`src/design/multi_priority_task_queue_assert.svh`:
```
// Assertion macros for the multi-priority task queue.
// Included by the top level; relies on clk_i and rst_ni in the including scope.
`ifndef MULTI_PRIORITY_TASK_QUEUE_ASSERT_SVH
`define MULTI_PRIORITY_TASK_QUEUE_ASSERT_SVH

// Same-cycle implication, checked out of reset.
`define MPTQ_ASSERT_IMP(lbl, ante, cons, msg) \
  lbl: assert property (@(posedge clk_i) disable iff (!rst_ni) (ante) |-> (cons)) \
    else $error(msg);

// Next-cycle implication, checked out of reset.
`define MPTQ_ASSERT_NXT(lbl, ante, cons, msg) \
  lbl: assert property (@(posedge clk_i) disable iff (!rst_ni) (ante) |=> (cons)) \
    else $error(msg);

`endif

```
`src/design/mptq_pkg.sv`:
```
// Shared types and constants for the multi-priority task queue.
// No dependencies; imported by every module of the block except mptq_ram.
package mptq_pkg;

  localparam int unsigned ID_W     = 16;
  localparam int unsigned PRIO_W   = 2;
  localparam int unsigned TOT_W    = 7;
  localparam int unsigned LQ_DEPTH = 4;
  localparam int unsigned LQ_AW    = 2;

  typedef enum logic {
    CMD_ENQ = 1'b0,
    CMD_DEQ = 1'b1
  } mptq_cmd_e;

  typedef enum logic [1:0] {
    ST_OK    = 2'd0,
    ST_FULL  = 2'd1,
    ST_EMPTY = 2'd2
  } mptq_status_e;

  typedef struct packed {
    logic              task_valid;
    logic [ID_W-1:0]   task_id;
    logic [PRIO_W-1:0] prio;
    mptq_status_e      status;
    logic [TOT_W-1:0]  total;
  } mptq_res_t;

  typedef struct packed {
    logic      valid;
    mptq_res_t res;
  } mptq_push_t;

endpackage

```
`src/design/mptq_ram.sv`:
```
// Generic single-write, single-read RAM with registered read data.
// No dependencies.
module mptq_ram #(
  parameter int unsigned WIDTH = 16,
  parameter int unsigned DEPTH = 64
) (
  input  logic                                  clk_i,
  input  logic                                  we_i,
  input  logic [(DEPTH > 1 ? $clog2(DEPTH) : 1)-1:0] waddr_i,
  input  logic [WIDTH-1:0]                      wdata_i,
  input  logic                                  re_i,
  input  logic [(DEPTH > 1 ? $clog2(DEPTH) : 1)-1:0] raddr_i,
  output logic [WIDTH-1:0]                      rdata_o
);

  logic [WIDTH-1:0] mem_q [DEPTH];

  always_ff @(posedge clk_i) begin
    if (we_i) begin
      mem_q[waddr_i] <= wdata_i;
    end
    if (re_i) begin
      rdata_o <= mem_q[raddr_i];
    end
  end

endmodule

```
`src/design/mptq_front.sv`:
```
// Front end: accepts commands, keeps ring pointers and counts, drives the task RAM.
// Depends on mptq_pkg and mptq_ram.
module mptq_front import mptq_pkg::*; #(
  parameter int unsigned NUM_PRIORITIES = 4,
  parameter int unsigned QUEUE_DEPTH    = 16
) (
  input  logic              clk_i,
  input  logic              rst_ni,
  input  logic              prio_en_i,
  input  logic              in_valid_i,
  output logic              in_stall_o,
  input  logic              cmd_i,
  input  logic [ID_W-1:0]   task_id_i,
  input  logic [PRIO_W-1:0] task_priority_i,
  input  logic [LQ_AW:0]    lq_count_i,
  output mptq_push_t        push_o
);

  localparam int unsigned LW     = (NUM_PRIORITIES > 1) ? $clog2(NUM_PRIORITIES) : 1;
  localparam int unsigned PW     = $clog2(QUEUE_DEPTH);
  localparam int unsigned CW     = $clog2(QUEUE_DEPTH + 1);
  localparam int unsigned TW     = $clog2(NUM_PRIORITIES * QUEUE_DEPTH + 1);
  localparam int unsigned RDEPTH = NUM_PRIORITIES << PW;
  localparam int unsigned AW     = $clog2(RDEPTH);

  logic [PW-1:0] head_q [NUM_PRIORITIES];
  logic [PW-1:0] head_d [NUM_PRIORITIES];
  logic [PW-1:0] tail_q [NUM_PRIORITIES];
  logic [PW-1:0] tail_d [NUM_PRIORITIES];
  logic [CW-1:0] occ_q  [NUM_PRIORITIES];
  logic [CW-1:0] occ_d  [NUM_PRIORITIES];
  logic [TW-1:0] total_q, total_d;

  logic          s1_valid_q;
  mptq_res_t     s1_res_q;
  mptq_res_t     res_d;

  logic          accept;
  logic [LQ_AW:0] credit;
  logic [LW-1:0] sel, enq_lvl;
  logic          enq_ok, deq_ok;
  logic          ram_we, ram_re;
  logic [AW-1:0] ram_waddr, ram_raddr;
  logic [ID_W-1:0] ram_rdata;

  function automatic logic [PW-1:0] ring_next(input logic [PW-1:0] p);
    logic [PW-1:0] n;
    n = (p == PW'(QUEUE_DEPTH - 1)) ? '0 : p + 1'b1;
    return n;
  endfunction

  // Room is reserved for the item in stage 1 as well as those already queued.
  assign credit     = lq_count_i + {{LQ_AW{1'b0}}, s1_valid_q};
  assign in_stall_o = credit >= (LQ_AW + 1)'(LQ_DEPTH);
  assign accept     = in_valid_i && !in_stall_o;

  // With priorities enabled the lowest-numbered non-empty level wins; otherwise level 0.
  always_comb begin
    sel = '0;
    if (prio_en_i) begin
      for (int p = NUM_PRIORITIES - 1; p >= 0; p--) begin
        if (occ_q[p] != '0) begin
          sel = LW'(p);
        end
      end
    end
  end

  assign enq_lvl = LW'(task_priority_i);
  assign enq_ok  = (32'(task_priority_i) < NUM_PRIORITIES) &&
                   (occ_q[enq_lvl] < CW'(QUEUE_DEPTH));
  assign deq_ok  = occ_q[sel] != '0;

  always_comb begin
    head_d    = head_q;
    tail_d    = tail_q;
    occ_d     = occ_q;
    total_d   = total_q;
    ram_we    = 1'b0;
    ram_re    = 1'b0;
    ram_waddr = AW'({enq_lvl, tail_q[enq_lvl]});
    ram_raddr = AW'({sel, head_q[sel]});
    res_d     = '{task_valid: 1'b0, task_id: '0, prio: '0, status: ST_OK, total: '0};
    if (accept) begin
      if (cmd_i == CMD_ENQ) begin
        if (enq_ok) begin
          ram_we           = 1'b1;
          tail_d[enq_lvl]  = ring_next(tail_q[enq_lvl]);
          occ_d[enq_lvl]   = occ_q[enq_lvl] + 1'b1;
          total_d          = total_q + 1'b1;
        end else begin
          res_d.status = ST_FULL;
        end
      end else begin
        if (deq_ok) begin
          ram_re           = 1'b1;
          head_d[sel]      = ring_next(head_q[sel]);
          occ_d[sel]       = occ_q[sel] - 1'b1;
          total_d          = total_q - 1'b1;
          res_d.task_valid = 1'b1;
          res_d.prio       = PRIO_W'(sel);
        end else begin
          res_d.status = ST_EMPTY;
        end
      end
    end
    res_d.total = TOT_W'(total_d);
  end

  always_ff @(posedge clk_i or negedge rst_ni) begin
    if (!rst_ni) begin
      for (int p = 0; p < NUM_PRIORITIES; p++) begin
        head_q[p] <= '0;
        tail_q[p] <= '0;
        occ_q[p]  <= '0;
      end
      total_q    <= '0;
      s1_valid_q <= 1'b0;
    end else begin
      head_q     <= head_d;
      tail_q     <= tail_d;
      occ_q      <= occ_d;
      total_q    <= total_d;
      s1_valid_q <= accept;
    end
  end

  always_ff @(posedge clk_i) begin
    if (accept) begin
      s1_res_q <= res_d;
    end
  end

  mptq_ram #(
    .WIDTH(ID_W),
    .DEPTH(RDEPTH)
  ) u_ram (
    .clk_i  (clk_i),
    .we_i   (ram_we),
    .waddr_i(ram_waddr),
    .wdata_i(task_id_i),
    .re_i   (ram_re),
    .raddr_i(ram_raddr),
    .rdata_o(ram_rdata)
  );

  // RAM data lands in the cycle after the read, alongside the stage 1 record.
  always_comb begin
    push_o.valid        = s1_valid_q;
    push_o.res          = s1_res_q;
    push_o.res.task_id  = s1_res_q.task_valid ? ram_rdata : '0;
  end

endmodule

```
`src/design/mptq_link_q.sv`:
```
// Short result queue between the front end and the output stage.
// Depends on mptq_pkg.
module mptq_link_q import mptq_pkg::*; (
  input  logic           clk_i,
  input  logic           rst_ni,
  input  mptq_push_t     push_i,
  input  logic           pop_i,
  output mptq_res_t      head_o,
  output logic           nonempty_o,
  output logic [LQ_AW:0] count_o
);

  mptq_res_t        ent_q [LQ_DEPTH];
  logic [LQ_AW-1:0] wr_q, rd_q;
  logic [LQ_AW:0]   cnt_q, cnt_d;

  assign head_o     = ent_q[rd_q];
  assign nonempty_o = cnt_q != '0;
  assign count_o    = cnt_q;

  always_comb begin
    cnt_d = cnt_q;
    if (push_i.valid && !pop_i) begin
      cnt_d = cnt_q + 1'b1;
    end else if (!push_i.valid && pop_i) begin
      cnt_d = cnt_q - 1'b1;
    end
  end

  always_ff @(posedge clk_i or negedge rst_ni) begin
    if (!rst_ni) begin
      wr_q  <= '0;
      rd_q  <= '0;
      cnt_q <= '0;
    end else begin
      cnt_q <= cnt_d;
      if (push_i.valid) begin
        wr_q <= wr_q + 1'b1;
      end
      if (pop_i) begin
        rd_q <= rd_q + 1'b1;
      end
    end
  end

  always_ff @(posedge clk_i) begin
    if (push_i.valid) begin
      ent_q[wr_q] <= push_i.res;
    end
  end

endmodule

```
`src/design/mptq_back.sv`:
```
// Output stage: moves queued results into the output register toward the consumer.
// Depends on mptq_pkg.
module mptq_back import mptq_pkg::*; (
  input  logic      clk_i,
  input  logic      rst_ni,
  input  mptq_res_t head_i,
  input  logic      nonempty_i,
  output logic      pop_o,
  output logic      out_valid_o,
  input  logic      out_stall_i,
  output mptq_res_t out_res_o
);

  logic      out_valid_q;
  mptq_res_t out_res_q;

  assign pop_o       = nonempty_i && (!out_valid_q || !out_stall_i);
  assign out_valid_o = out_valid_q;
  assign out_res_o   = out_res_q;

  always_ff @(posedge clk_i or negedge rst_ni) begin
    if (!rst_ni) begin
      out_valid_q <= 1'b0;
    end else if (pop_o) begin
      out_valid_q <= 1'b1;
    end else if (!out_stall_i) begin
      out_valid_q <= 1'b0;
    end
  end

  always_ff @(posedge clk_i) begin
    if (pop_o) begin
      out_res_q <= head_i;
    end
  end

endmodule

```
`src/design/multi_priority_task_queue.sv`:
```
// Multi-priority task queue: per-level FIFOs of task ids over one shared task RAM.
// Path: decode and RAM read at the edge that accepts an item, then stage 1 into the link
//   queue, then the link queue into the output register.
// Throughput: one item per cycle; intake stalls only when the 4-entry link queue and
//   the stage 1 register hold four items between them, i.e. when the consumer holds off.
// Reset: pointers, counts and handshakes clear, priorities_enabled = 1; RAM is not cleared.
`include "multi_priority_task_queue_assert.svh"

module multi_priority_task_queue import mptq_pkg::*; #(
  parameter int unsigned NUM_PRIORITIES = 4,
  parameter int unsigned QUEUE_DEPTH    = 16
) (
  input  logic              clk_i,
  input  logic              rst_ni,
  // APB-style register port
  input  logic              psel,
  input  logic              penable,
  input  logic              pwrite,
  input  logic [2:0]        paddr,
  input  logic [31:0]       pwdata,
  output logic [31:0]       prdata,
  output logic              pready,
  // command channel
  input  logic              in_valid_i,
  output logic              in_stall_o,
  input  logic              cmd_i,
  input  logic [ID_W-1:0]   task_id_i,
  input  logic [PRIO_W-1:0] task_priority_i,
  // result channel
  output logic              out_valid_o,
  input  logic              out_stall_i,
  output logic              task_valid_o,
  output logic [ID_W-1:0]   out_task_id_o,
  output logic [PRIO_W-1:0] out_priority_o,
  output logic [1:0]        status_o,
  output logic [TOT_W-1:0]  total_count_o
);

  // Register word index (byte address / 4); only one register exists.
  localparam logic REG_PRIO_EN = 1'b0;

  logic           prio_en_q;
  logic           cfg_wr;
  mptq_push_t     push;
  mptq_res_t      lq_head;
  logic           lq_nonempty;
  logic [LQ_AW:0] lq_count;
  logic           lq_pop;
  mptq_res_t      out_res;

  // ---------------------------------------------------------------------------
  // Register port. Writes land on the access phase; reads are combinational.
  // Writes outside the register list are dropped.
  // ---------------------------------------------------------------------------
  assign pready = 1'b1;
  assign cfg_wr = psel && penable && pwrite && (paddr[2] == REG_PRIO_EN);
  assign prdata = (paddr[2] == REG_PRIO_EN) ? {31'b0, prio_en_q} : '0;

  always_ff @(posedge clk_i or negedge rst_ni) begin
    if (!rst_ni) begin
      prio_en_q <= 1'b1;
    end else if (cfg_wr) begin
      prio_en_q <= pwdata[0];
    end
  end

  // ---------------------------------------------------------------------------
  // Front end: decodes enqueue/dequeue, updates ring state in the accept cycle
  // and issues the RAM write or read. One item either writes or reads, never
  // both, so there is no same-cycle RAM conflict.
  // ---------------------------------------------------------------------------
  mptq_front #(
    .NUM_PRIORITIES(NUM_PRIORITIES),
    .QUEUE_DEPTH   (QUEUE_DEPTH)
  ) u_front (
    .clk_i          (clk_i),
    .rst_ni         (rst_ni),
    .prio_en_i      (prio_en_q),
    .in_valid_i     (in_valid_i),
    .in_stall_o     (in_stall_o),
    .cmd_i          (cmd_i),
    .task_id_i      (task_id_i),
    .task_priority_i(task_priority_i),
    .lq_count_i     (lq_count),
    .push_o         (push)
  );

  // Link queue decouples the front end from consumer backpressure.
  mptq_link_q u_link (
    .clk_i     (clk_i),
    .rst_ni    (rst_ni),
    .push_i    (push),
    .pop_i     (lq_pop),
    .head_o    (lq_head),
    .nonempty_o(lq_nonempty),
    .count_o   (lq_count)
  );

  // Output register toward the consumer.
  mptq_back u_back (
    .clk_i      (clk_i),
    .rst_ni     (rst_ni),
    .head_i     (lq_head),
    .nonempty_i (lq_nonempty),
    .pop_o      (lq_pop),
    .out_valid_o(out_valid_o),
    .out_stall_i(out_stall_i),
    .out_res_o  (out_res)
  );

  assign task_valid_o   = out_res.task_valid;
  assign out_task_id_o  = out_res.task_id;
  assign out_priority_o = out_res.prio;
  assign status_o       = out_res.status;
  assign total_count_o  = out_res.total;

  // ---------------------------------------------------------------------------
  // Checks
  // ---------------------------------------------------------------------------
  `MPTQ_ASSERT_IMP(a_task_means_ok, out_valid_o && task_valid_o, status_o == ST_OK,
    "dequeued task reported with non-ok status")
  `MPTQ_ASSERT_IMP(a_no_task_zero_id, out_valid_o && !task_valid_o,
    out_task_id_o == '0 && out_priority_o == '0, "empty result carries task fields")
  `MPTQ_ASSERT_IMP(a_link_bound, 1'b1, lq_count <= LQ_DEPTH,
    "link queue overfilled")
  `MPTQ_ASSERT_NXT(a_cfg_write, cfg_wr, prio_en_q == $past(pwdata[0]),
    "priorities_enabled write lost")

endmodule
```
`config.mk`:
```
export PLATFORM = sky130hd
export DESIGN_NAME = multi_priority_task_queue
export DESIGN_NICKNAME = d
export VERILOG_FILES = /design/src/design/mptq_pkg.sv /design/src/design/mptq_ram.sv /design/src/design/mptq_front.sv /design/src/design/mptq_link_q.sv /design/src/design/mptq_back.sv /design/src/design/multi_priority_task_queue.sv
export VERILOG_INCLUDE_DIRS = /design/src /design/src/design
export SDC_FILE = /design/constraint.sdc
export NUM_CORES = 1
export LEC_CHECK = 0
export BUFFER_PORTS_ARGS = -buffer_cell sky130_fd_sc_hd__buf_4
export CAP_MARGIN = 20
export CORE_MARGIN = 4
export CORE_UTILIZATION = 25
export DETAILED_ROUTE_END_ITERATION = 16
export GPL_ROUTABILITY_DRIVEN = 0
export MAX_ROUTING_LAYER = met4
export PLACE_DENSITY = 0.5
export SETUP_SLACK_MARGIN = 0.3
export SYNTH_ARGS = -nofsm -noshare
export SYNTH_HDL_FRONTEND = slang
export SYNTH_HIERARCHICAL = 1
export SYNTH_SLANG_ARGS = --single-unit
export TNS_END_PERCENT = 5
```
`constraint.sdc`:
```
create_clock -name clk_i -period 3.6 [get_ports clk_i]
set_input_delay 0.36 -clock clk_i [delete_from_list [all_inputs] [get_ports clk_i]]
set_output_delay 0.36 -clock clk_i [all_outputs]
set_load 0.02 [all_outputs]
```
==> run_results.csv <==
group,metric,value,unit
route,vias_per_cell,4.46,
final_layout,fillers,19178,
logic_synthesis,yosysSeqAreaShare,75.2,%
setup_path,cp_max_fo,12,
route,drt_first_pass_iters,7,
floorplan,row_count,163,
floorplan,core_area,198000,um2
clocking,cts_root_buf,"clkbuf_16",
hold_path,worstHoldPathType,"input port to flop",
clocking,cts_tree,"done",
flow_run,maxCapViolations,0,
placement,port-buffer-count,58,
run_status,violations,"negative setup slack",
setup_path,cp.arrival,4.28,ns
global_routing,grt_pass1_vias,25144,
global_routing,grt_pass1_wl,182000,um
sta,clock_skew,0.0308,ns
sta,rsz0062_at_grt,"yes",
placement,hpwl,77200,um
clocking,clkSinkCount,1261,
logic_synthesis,synth_top_area_cell,"edfxtp_1",
clocking,clk_path_buf_depth,3,
final_layout,seq_area,37500,um2
route,ant_nets,0,
sta,clock.fmax,265,MHz
floorplan,initial_core_util,25.2,%
global_routing,antenna_found_initial,11,
logic_synthesis,synthTopCellsByArea,"edfxtp_1 72%, mux4_2 12%, dfrtp_1 3.4%, mux2i_1 1.7%, mux2_2 1.0%",
sta,hold_slack,0.0681,ns
clocking,cts.reportedPaths.clkPinSlew,0.06,ns
final_layout,utilization,30.7,%
sta,post-route-period-util,105,%
hold_path,hold_path_depth,2,
route,drt-wirelength-per-cell,22.6,um
global_routing,gr-total-overflow,0,
logic_synthesis,synth-warning-count,6,
power,leakagePower,19.8,nW
logic_synthesis,synth-seq-cells,1261,
sta,maxSlewViolCount,0,
global_routing,grt_start_max_net_pins,65,
route,remaining_drc_errors,0,
logic_synthesis,synth_edf_count,1192,
floorplan,die_width,455,um
setup_path,crit_path_end_kind,"flop",
setup_path,cp.required,4.11,ns
floorplan,ios,124,
clocking,worstSkewPairLatency,0.76,ns
logic_synthesis,synth_area_per_cell,20.3,um2
sta,tightest_slew,0.904,ns
setup_path,ff2ff_path_depth,13,
floorplan,die_h,455,um
sta,setup_viol,16,
power,power_density,824,nW/um2
run_status,outcome,"finished with violations",
route,routed_wl,127000,um
final_layout,nets,2932,
logic_synthesis,async_reset_ff_share,5.47,%
clocking,h-tree-depth,4,
setup_path,worstSetupPathType,"flop to flop",
sta,setup_ws,-0.175,ns
logic_synthesis,syn_area,49900,um2
setup_path,start_kind,"flop",
sta,slew_headroom,39.7,%
sta,min_period,3.77,ns
power,p_total,50.0,mW
logic_synthesis,synth_cell_types,75,
global_routing,gr-usage-all-layers,12.4,%
final_layout,syn_to_final_growth,21.6,%
final_layout,drive_gt1_share,31.8,%
floorplan,die_area,207000,um2
logic_synthesis,synthCells,2463,
final_layout,multi_input_area,11500,um2
logic_synthesis,ys.flop_type,"edfxtp_1",
sta,hold_viol,0,
power,ir_drop,0.379,mV
logic_synthesis,yosys.area.top_type_share,71.8,%
route,vias,24966,
clocking,cts_buffers,130,
route,initialDrtViolationCount,2274,
sequential cells by signal, indices dropped and copies added (netlist names):
register               flops
u_back/out_valid_o         1
u_link/count_o             3
u_front/tail_q            16
u_link/ent_q             112
u_front/u_ram/rdata_o     16
u_front/push_o            12
prio_en_q                  1
u_link/rd_q                2
u_front/u_ram/mem_q     1024
u_link/wr_q                2
u_front/head_q            16
u_front/s1_valid_q         1
u_front/total_q            7
u_front/occ_q             20
u_back/out_res_o          28
path summary, 6_finish.rpt:
| check | slack, ns | to | startpoint |
|---|---|---|---|
| min in group asynchronous | 0.20 | u_back/out_valid_o | rst_ni |
| hold reg to reg | 0.47 | u_front/head_q[1] | u_front/head_q[1] |
| hold / removal | 0.07 | u_front/total_q[1] | cmd_i |
| max in group asynchronous | 2.64 | u_front/head_q[12] | rst_ni |
| setup reg to reg | -0.17 | u_front/u_ram/rdata_o[12] | u_front/occ_q[10] |
| setup / recovery | -0.17 | u_front/u_ram/rdata_o[12] | u_front/occ_q[10] |
area by class of cell:
type	count	share of cell area (%)
clock inverters	64	1.01
diodes	5	0.0206
inverters	20	0.124
repair buffers	394	6.76
well taps	2640	5.44
multi-input cells	1053	19.0
flip-flops and latches	1261	61.9
clock buffers	165	5.77
repair_timing:
action	in CTS	in global routing
resized for setup	14	53
setup endpoints to repair	16	20
pin swaps	3	14
cloned	0	6
setup buffers	0	10
hold buffers	4	0
hold endpoints to repair	54	0
worst max-delay path: stages (launching register included):
cell      delay, ns
dfrtp_1        0.38
or4_4          0.58
or3_1          0.37
o22ai_2        0.16
a211oi_4       0.08
buf_6          0.14
buf_12         0.15
buf_12         0.13
buf_16         0.15
mux4_2         0.45
mux2_4         0.29
nand2_1        0.07
nand4_1        0.27
and4_1         0.27
per-stage QoR:
| stage | TNS [ns] | instances | instance area, um2 | setup WS [ns] |
|---|---|---|---|---|
| after global routing | -3.71 | 5600 | 60700 | -0.288 |
| after detailed placement | -4.81 | 5348 | 55900 | -0.390 |
| final | -2.07 | 5602 | 60700 | -0.175 |
| after global placement | -5.08 | 5348 | 55900 | -0.401 |
| after CTS | -3.31 | 5581 | 60200 | -0.247 |
| after floorplan | 0 | 2493 | 50000 | 0.0742 |
power by group:
| group | internal, mW | total, mW | switching, mW | leakage, nW |
|---|---|---|---|---|
| registers | 17.3 | 17.9 | 0.626 | 11.6 |
| logic | 9.15 | 18.9 | 9.73 | 6.14 |
| clock network | 7.54 | 13.2 | 5.62 | 2.00 |
metal layers:
| metal | vias to the layer above | routed length (um) | global-route usage [%] |
|---|---|---|---|
| li1 | 10907 | - | - |
| met1 | 13223 | 58400 | 17.2 |
| met2 | 670 | 57900 | 18.4 |
| met3 | 166 | 7530 | 2.65 |
| met4 | 0 | 2760 | 3.29 |
| met5 | - | 0 | - |
cells in the final DEF (no fill, tap or decap), drive strengths merged, types with 10 or more instances in the layout:
master	Yosys	layout
conb	2	32
inv	20	24
a211o	12	12
clkinv	0	50
buf	122	384
nand3	35	35
nor2b	33	33
a31oi	11	11
edfxtp	1192	1192
and2	25	25
nand2	100	100
clkbuf	37	171
a21oi	25	25
nor2	97	97
mux2i	87	87
a22o	21	21
mux2	49	49
a211oi	12	12
dfrtp	68	68
mux4	261	261
a221o	12	12
o22ai	14	14
a22oi	40	40
xnor2	13	13
nand4	14	14
nor3	10	10
o21ai	33	33
ha	10	10
a221oi	16	16
cell families (layout without fill, tap and decap cells):
group                    Yosys count  in the layout  share of synthesized area (%)
other                              2             37                         0.0151
buffers and inverters            179            643                           2.37
flip-flops                      1261           1261                           75.2
multiplexers                     397            397                           14.7
XOR/XNOR                          22             22                          0.386
adder cells (fa/ha/maj)           11             11                          0.291
AND/OR/NAND/NOR                  360            360                           3.60
AO/OA/AOI/OAI                    231            231                           3.45
cells in the mapped netlist (5+ instances only):
library cell	number
nand2_1	98
inv_1	20
a211oi_1	10
a31oi_1	11
or3_1	7
a22oi_1	40
buf_6	21
xnor2_1	13
ha_1	10
dfrtp_1	68
o21ai_0	18
buf_2	43
mux4_2	257
buf_4	47
nor2b_1	33
clkbuf_1	34
o22ai_1	14
mux2_2	45
a41oi_1	5
a22o_1	21
and4_1	7
nor3_1	10
buf_12	5
a21oi_1	24
mux2i_1	87
a221oi_1	16
a311oi_1	9
nand4_1	14
a221o_1	12
and2_1	24
nor2_1	95
xor2_1	9
o21ai_1	15
nand3_1	35
edfxtp_1	1192
a211o_1	12
and3_1	6
No activity file was read; power rests on OpenSTA's default activity.
